### config.mk
export PLATFORM = sky130hd
export DESIGN_NAME = sbm_ctrl
export DESIGN_NICKNAME = d
export VERILOG_FILES = /design/src/rtl/sbm_pkg.sv /design/src/rtl/sbm_ctrl.sv
export SDC_FILE = /design/constraint.sdc
export NUM_CORES = 1
export LEC_CHECK = 0
export BUFFER_PORTS_ARGS = -buffer_cell sky130_fd_sc_hd__buf_2
export CORE_MARGIN = 5
export CORE_UTILIZATION = 54
export CTS_BUF_LIST = sky130_fd_sc_hd__clkbuf_8
export CTS_CLUSTER_DIAMETER = 30
export CTS_CLUSTER_SIZE = 30
export DETAILED_ROUTE_END_ITERATION = 10
export GPL_TIMING_DRIVEN = 0
export PLACE_DENSITY_LB_ADDON = 0.2
export REMOVE_ABC_BUFFERS = 1
export SYNTH_ARGS = -nofsm -noshare
export SYNTH_HDL_FRONTEND = slang
export SYNTH_SLANG_ARGS = --single-unit
### constraint.sdc
create_clock -name clk -period 2.5 [get_ports clk]
set_input_delay 0.125 -clock clk [delete_from_list [all_inputs] [get_ports clk]]
set_output_delay 0.125 -clock clk [all_outputs]
set_load 0.03 [all_outputs]
### src/rtl/sbm_pkg.sv
`default_nettype none
package sbm_pkg;

  localparam int SBM_MEM_WORDS = 16384;
  localparam int SBM_WORD_BITS = 32;
  localparam int SBM_OP_LAST   = 38;

  typedef enum logic [5:0] {
    OP_LEA   = 6'd0,  OP_IMM  = 6'd1,  OP_JMP = 6'd2,  OP_JSR = 6'd3,
    OP_BZ    = 6'd4,  OP_BNZ  = 6'd5,  OP_ENTER = 6'd6, OP_ADJ = 6'd7,
    OP_LEAVE = 6'd8,  OP_LI   = 6'd9,  OP_LC  = 6'd10, OP_SI  = 6'd11,
    OP_SC    = 6'd12, OP_PSH  = 6'd13, OP_OR  = 6'd14, OP_XOR = 6'd15,
    OP_AND   = 6'd16, OP_EQ   = 6'd17, OP_NE  = 6'd18, OP_LT  = 6'd19,
    OP_GT    = 6'd20, OP_LE   = 6'd21, OP_GE  = 6'd22, OP_SHL = 6'd23,
    OP_SHR   = 6'd24, OP_ADD  = 6'd25, OP_SUB = 6'd26, OP_MUL = 6'd27,
    OP_DIV   = 6'd28, OP_MOD  = 6'd29, OP_SYS_FIRST = 6'd30, OP_SYS_LAST = 6'd37,
    OP_EXIT  = 6'd38
  } opcode_t;

  typedef enum logic [2:0] {
    ST_RUN   = 3'd0,
    ST_EXIT  = 3'd1,
    ST_DIVZ  = 3'd2,
    ST_SYS   = 3'd3,
    ST_BADOP = 3'd4,
    ST_ADDR  = 3'd5
  } status_t;

  typedef enum logic [1:0] {
    REQ_WRITE = 2'd0,
    REQ_START = 2'd1,
    REQ_STEP  = 2'd2,
    REQ_NOP   = 2'd3
  } req_t;

  typedef enum logic [3:0] {
    K_SIMPLE, K_PUSH, K_LEAVE, K_LOAD, K_SI, K_SC, K_MUL, K_DIV, K_SYS, K_EXIT
  } kind_t;

  typedef enum logic [1:0] {
    MD_MUL = 2'd0,
    MD_DIV = 2'd1,
    MD_MOD = 2'd2
  } md_op_t;

  // commands from controller to datapath
  typedef struct packed {
    logic write_req;
    logic start_req;
    logic nop_req;
    logic begin_step;
    logic take_op;
    logic take_imm;
    logic take_x;
    logic exec;
    logic leave_bp;
    logic leave_pc;
    logic load_data;
    logic sc_merge;
    logic iter_end;
    logic commit;
    logic out_load;
  } cmd_t;

  // status from datapath to controller
  typedef struct packed {
    logic  running;
    logic  pc_ok;
    logic  op_fault;
    logic  op_imm;
    logic  op_x;
    logic  exec_bad;
    logic  leave_bad;
    kind_t kind;
    logic  iter_done;
  } stat_t;

  function automatic kind_t op_kind(input logic [5:0] op);
    kind_t k;
    k = K_SIMPLE;
    if (op == OP_JSR || op == OP_ENTER || op == OP_PSH) k = K_PUSH;
    else if (op == OP_LEAVE) k = K_LEAVE;
    else if (op == OP_LI || op == OP_LC) k = K_LOAD;
    else if (op == OP_SI) k = K_SI;
    else if (op == OP_SC) k = K_SC;
    else if (op == OP_MUL) k = K_MUL;
    else if (op == OP_DIV || op == OP_MOD) k = K_DIV;
    else if (op >= OP_SYS_FIRST && op <= OP_SYS_LAST) k = K_SYS;
    else if (op == OP_EXIT) k = K_EXIT;
    return k;
  endfunction

  function automatic logic op_has_imm(input logic [5:0] op);
    return op <= OP_ADJ;
  endfunction

  function automatic logic op_needs_x(input logic [5:0] op);
    return op == OP_LEAVE || op == OP_SI || op == OP_SC || op == OP_EXIT ||
           (op >= OP_OR && op <= OP_MOD);
  endfunction

endpackage
`default_nettype wire

### src/rtl/sbm_ctrl.sv
`default_nettype none
module sbm_ctrl
  import sbm_pkg::*;
(
  input  wire logic  clk,
  input  wire logic  rst,
  input  wire logic  in_valid,
  output logic       in_stall,
  input  wire logic [1:0] req_type,
  output logic       out_valid,
  input  wire logic  out_stall,
  input  wire stat_t stat,
  output cmd_t       cmd
);

  typedef enum logic [11:0] {
    S_IDLE   = 12'b0000_0000_0001,
    S_OPF    = 12'b0000_0000_0010,
    S_IMM    = 12'b0000_0000_0100,
    S_XRD    = 12'b0000_0000_1000,
    S_EXEC   = 12'b0000_0001_0000,
    S_LV1    = 12'b0000_0010_0000,
    S_LV2    = 12'b0000_0100_0000,
    S_LD     = 12'b0000_1000_0000,
    S_SCM    = 12'b0001_0000_0000,
    S_ITER   = 12'b0010_0000_0000,
    S_COMMIT = 12'b0100_0000_0000,
    S_DONE   = 12'b1000_0000_0000
  } state_t;

  state_t state, state_next;
  logic   accept, out_free;

  always_comb begin
    accept   = in_valid && (state == S_IDLE);
    out_free = !out_valid || !out_stall;
    in_stall = (state != S_IDLE);
  end

  // next state and commands
  always_comb begin
    state_next = state;
    cmd        = '0;
    unique case (state)
      S_IDLE: begin
        if (accept) begin
          state_next = S_DONE;
          unique case (req_t'(req_type))
            REQ_WRITE: cmd.write_req = 1'b1;
            REQ_START: cmd.start_req = 1'b1;
            REQ_STEP: begin
              cmd.begin_step = 1'b1;
              if (stat.running && stat.pc_ok) state_next = S_OPF;
            end
            default: cmd.nop_req = 1'b1;
          endcase
        end
      end
      S_OPF: begin
        cmd.take_op = 1'b1;
        priority if (stat.op_fault) state_next = S_DONE;
        else if (stat.op_imm)       state_next = S_IMM;
        else if (stat.op_x)         state_next = S_XRD;
        else                        state_next = S_EXEC;
      end
      S_IMM: begin
        cmd.take_imm = 1'b1;
        state_next   = S_EXEC;
      end
      S_XRD: begin
        cmd.take_x = 1'b1;
        state_next = S_EXEC;
      end
      S_EXEC: begin
        cmd.exec = 1'b1;
        if (stat.exec_bad) begin
          state_next = S_DONE;
        end else begin
          unique case (stat.kind)
            K_LEAVE:      state_next = S_LV1;
            K_LOAD:       state_next = S_LD;
            K_SC:         state_next = S_SCM;
            K_MUL, K_DIV: state_next = S_ITER;
            default:      state_next = S_COMMIT;
          endcase
        end
      end
      S_LV1: begin
        cmd.leave_bp = 1'b1;
        state_next   = stat.leave_bad ? S_DONE : S_LV2;
      end
      S_LV2: begin
        cmd.leave_pc = 1'b1;
        state_next   = S_COMMIT;
      end
      S_LD: begin
        cmd.load_data = 1'b1;
        state_next    = S_COMMIT;
      end
      S_SCM: begin
        cmd.sc_merge = 1'b1;
        state_next   = S_COMMIT;
      end
      S_ITER: begin
        if (stat.iter_done) begin
          cmd.iter_end = 1'b1;
          state_next   = S_COMMIT;
        end
      end
      S_COMMIT: begin
        cmd.commit = 1'b1;
        state_next = S_DONE;
      end
      S_DONE: begin
        if (out_free) begin
          cmd.out_load = 1'b1;
          state_next   = S_IDLE;
        end
      end
      default: state_next = S_IDLE;
    endcase
  end

  always_ff @(posedge clk) begin
    if (rst) begin
      state     <= S_IDLE;
      out_valid <= 1'b0;
    end else begin
      state <= state_next;
      if (cmd.out_load)    out_valid <= 1'b1;
      else if (!out_stall) out_valid <= 1'b0;
    end
  end

endmodule
`default_nettype wire

==> summary.txt <==
Status
  • Outcome: completed

Clocking
  • Root Buffer: clkbuf_8
  • CTS resizes: 0
  • Clock latency on the worst-skew pair: 240 ps
  • Clock transition at the registers of the reported paths: 50 ps
  • H-tree depth: 1
  • Post-CTS Hold Buffers: 0
  • CTS Buf Count: 3
  • CTS tree: built
  • Setup bufs post-CTS: 0
  • Num Clock Sinks: 13
  • Clk buf depth: 2

Yosys
  • Synth warn: 0
  • Cells after Synth: 115
  • Register area share after synthesis: 28.18%
  • Mapped Area: 923.4 sq um
  • Yosys reg bits: 13
  • Distinct cells, synth: 36
  • Mean Syn Cell Area: 8.029 sq um

Drt
  • Routed vias: 1012
  • Iter 0 DRT Violations: 26
  • Met2 WL: 1.255 mm
  • Metal3 WL: 112 um
  • Routed Antenna Nets: 0
  • 1st-pass router iterations: 4
  • WL/cell: 13.90 um
  • Drt drc: 0
  • Top Metal Used: met4
  • M1 wire length: 926 um
  • WL final: 2.336 mm
  • Post-DR vias/cell: 6.024

Timing
  • RSZ-0062 raised after global routing: no
  • Final period util: 83.17%
  • Max-slew headroom: 55.80%
  • Worst slew pin tran: 658.0 ps
  • Final Hold Fails: 0
  • Skew final: 0.5186 ps
  • Final min period: 2079 ps
  • TNS Setup: 0 ps
  • Setup violators final: 0
  • FMAX: 480.9 MHz
  • Slew Viols, Final: 0

Cells and area
  • Fillers: 156
  • Share of layout cells above drive strength 1: 27.81%
  • # nets final: 170
  • Area growth syn-to-layout: 24.80%
  • Final std cells w/o fill: 168
  • Footprint of the multi-input gates: 636.9 sq um
  • FF/Latch Area: 260.3 sq um
  • Antenna fix cells: 0

GRT
  • Total gr overflow: 0
  • Vias in the first global route: 988
  • Total track usage: 19.44%
  • Initial antenna violation count: 0
  • Largest net degree at the start of global routing: 11
  • First-pass GRT wire length: 3.967 mm

Run
  • Max-Cap Viols: 0

Power and ir drop
  • P_sw: 168.6 uW
  • Clock power frac: 33.4%
  • Peak supply drop: 0.2808 mV
  • Sequential power share: 41.1%
  • Leakage power: 0.0005222 uW
  • Internal Power: 377.5 uW
  • Combinational share of power: 25.5%
  • Pwr per Cell Area: 473.9 nW/um^2
  • Sw Share: 30.88%

Worst setup path
  • Crit path buf inv count: 1
  • Crit Path Max Fanout: 7
  • Setup CP Type: register to primary output
  • Crit-path max cell delay: 580 ps
  • Crit-path slowest cell: nor3_1
  • Worst Path Required: 2380 ps
  • R2R depth: 5
  • Critical path depth: 5
  • Crit path max-delay family: simple AND/OR/NAND/NOR gates
  • Critical path, cell by cell: nor3_1 > and3_1 > nand3_1 > a21oi_1 > buf_2
  • Critical Path End Type: primary output
  • WP data arrival: 1950 ps
  • Startpoint class of the critical path: register

Floorplan
  • Die Span X: 51.35 um
  • FP Rows: 15
  • Initial Util: 55.28%
  • Die Area: 2637 sq um
  • Core Box Area: 1670 sq um
  • I/O pin cnt: 35
  • Die Ht: 51.35 um

Placement
  • Port bufs: 34
  • Number of instances in the placed design: 164
  • Routability cong.: 0.8143
  • Dpl hpwl: 1.839 mm

Worst hold path
  • Hold depth: 2
  • Hold WC Path Type: input port to register
==> logic make-up after synthesis <==
logic type / Yosys count / synth area share (%)
and+or+nand+nor: 72 / 50.95
AOI/OAI and AO/OA: 19 / 14.23
DFF: 13 / 28.18
buffers and inverters: 7 / 2.846
xor gates and xnor gates: 4 / 3.795
==> worst reg2reg max path, stage by stage, from the launching register on <==
cell	delay (ps)
dfxtp_1	380
nor3_4	400
nand4b_4	200
or3_4	420
o32a_1	290
nor2_1	70
==> cells in the mapped netlist <==
library cell,number,area [sq um]
o22a_1,1,8.760
nor3_1,5,25.02
or3_4,1,11.26
nor2b_1,3,18.77
o21ai_0,1,5.000
and4_1,1,8.760
nand3_1,7,35.03
a31oi_1,2,12.51
dfxtp_1,13,260.3
or3_1,1,6.260
o21ai_1,2,10.01
or3b_1,1,8.760
nor2_1,15,56.30
nand4b_1,2,17.52
or4b_1,1,10.01
nand4b_4,1,23.77
nand2b_1,5,31.28
a21oi_1,5,25.02
nand4_1,2,12.51
inv_1,5,18.77
nor3_4,3,48.80
nor4_1,5,31.28
xnor2_1,1,8.760
nand2_1,5,18.77
nor3b_1,6,45.04
a32oi_1,1,8.760
o211ai_1,2,15.01
o32a_1,2,20.02
and4b_1,1,10.01
and3_1,3,18.77
clkbuf_1,2,7.510
nand3b_1,2,15.01
a2bb2oi_1,1,8.760
xor2_1,3,26.28
nor4b_1,2,17.52
o2bb2ai_1,2,17.52
==> power groups by stage <==
stage / combinational [uW] / clock, uW / sequential (uW)
floorplan: 93.6 / 0 / 227
global placement: 135 / 0 / 228
detailed placement: 139 / 0 / 228
CTS: 139 / 187 / 224
global route: 155 / 197 / 226
finish: 139 / 182 / 224
==> metal layers <==
metal  GRT usage (%)  vias up
met2           38.84       34
met5               0        -
met1           20.14      466
li1                -      507
met3           2.041        5
met4           7.860        0
==> path summary, 6_finish.rpt <==
kind,start,end,slack [ps]
max,state[0]$_SDFFE_PP1P_,cmd[0],420
min,stat[5],state[6]$_SDFFE_PP0P_,70
max reg2reg,state[3]$_SDFFE_PP0P_,state[4]$_SDFFE_PP0P_,680
min reg2reg,out_valid$_SDFFE_PP0P_,out_valid$_SDFFE_PP0P_,500
==> cell usage in the layout (no fill, tap or decap), types with 5 or more instances in the layout <==
cell type / n
nand3_1: 7
nor3b_1: 6
nor2_1: 15
nand2b_1: 5
buf_2: 34
nor4_1: 5
a21oi_1: 5
nand2_1: 5
nor3_1: 5
dfxtp_1: 13
inv_1: 6
==> state kept, by name (all words and copies together) (netlist names) <==
signal,count
state,12
out_valid,1
==> cell type report <==
type | instances | area share (%)
clock inverter | 1 | 0.3257
tap | 17 | 1.846
inverter | 5 | 1.629
multi-input combinational | 95 | 55.27
timing repair buffer | 34 | 14.77
sequential | 13 | 22.58
clock buffer | 3 | 3.583
==> per-stage QoR <==
stage	hold WS [ps]	power [uW]	utilization, %	instance area [sq um]	setup WS, ps
3_5_place_dp	319.5	367.0	66.29	1107	669.8
2_1_floorplan	194.1	320.9	-	915.9	131.3
6_report	66.10	546.1	68.99	1152	420.6
4_1_cts	63.75	549.9	68.99	1152	415.0
3_3_place_gp	316.6	362.3	66.29	1107	713.5
5_1_grt	62.94	577.6	68.99	1152	240.4
Power figures use the tool's default switching activity.
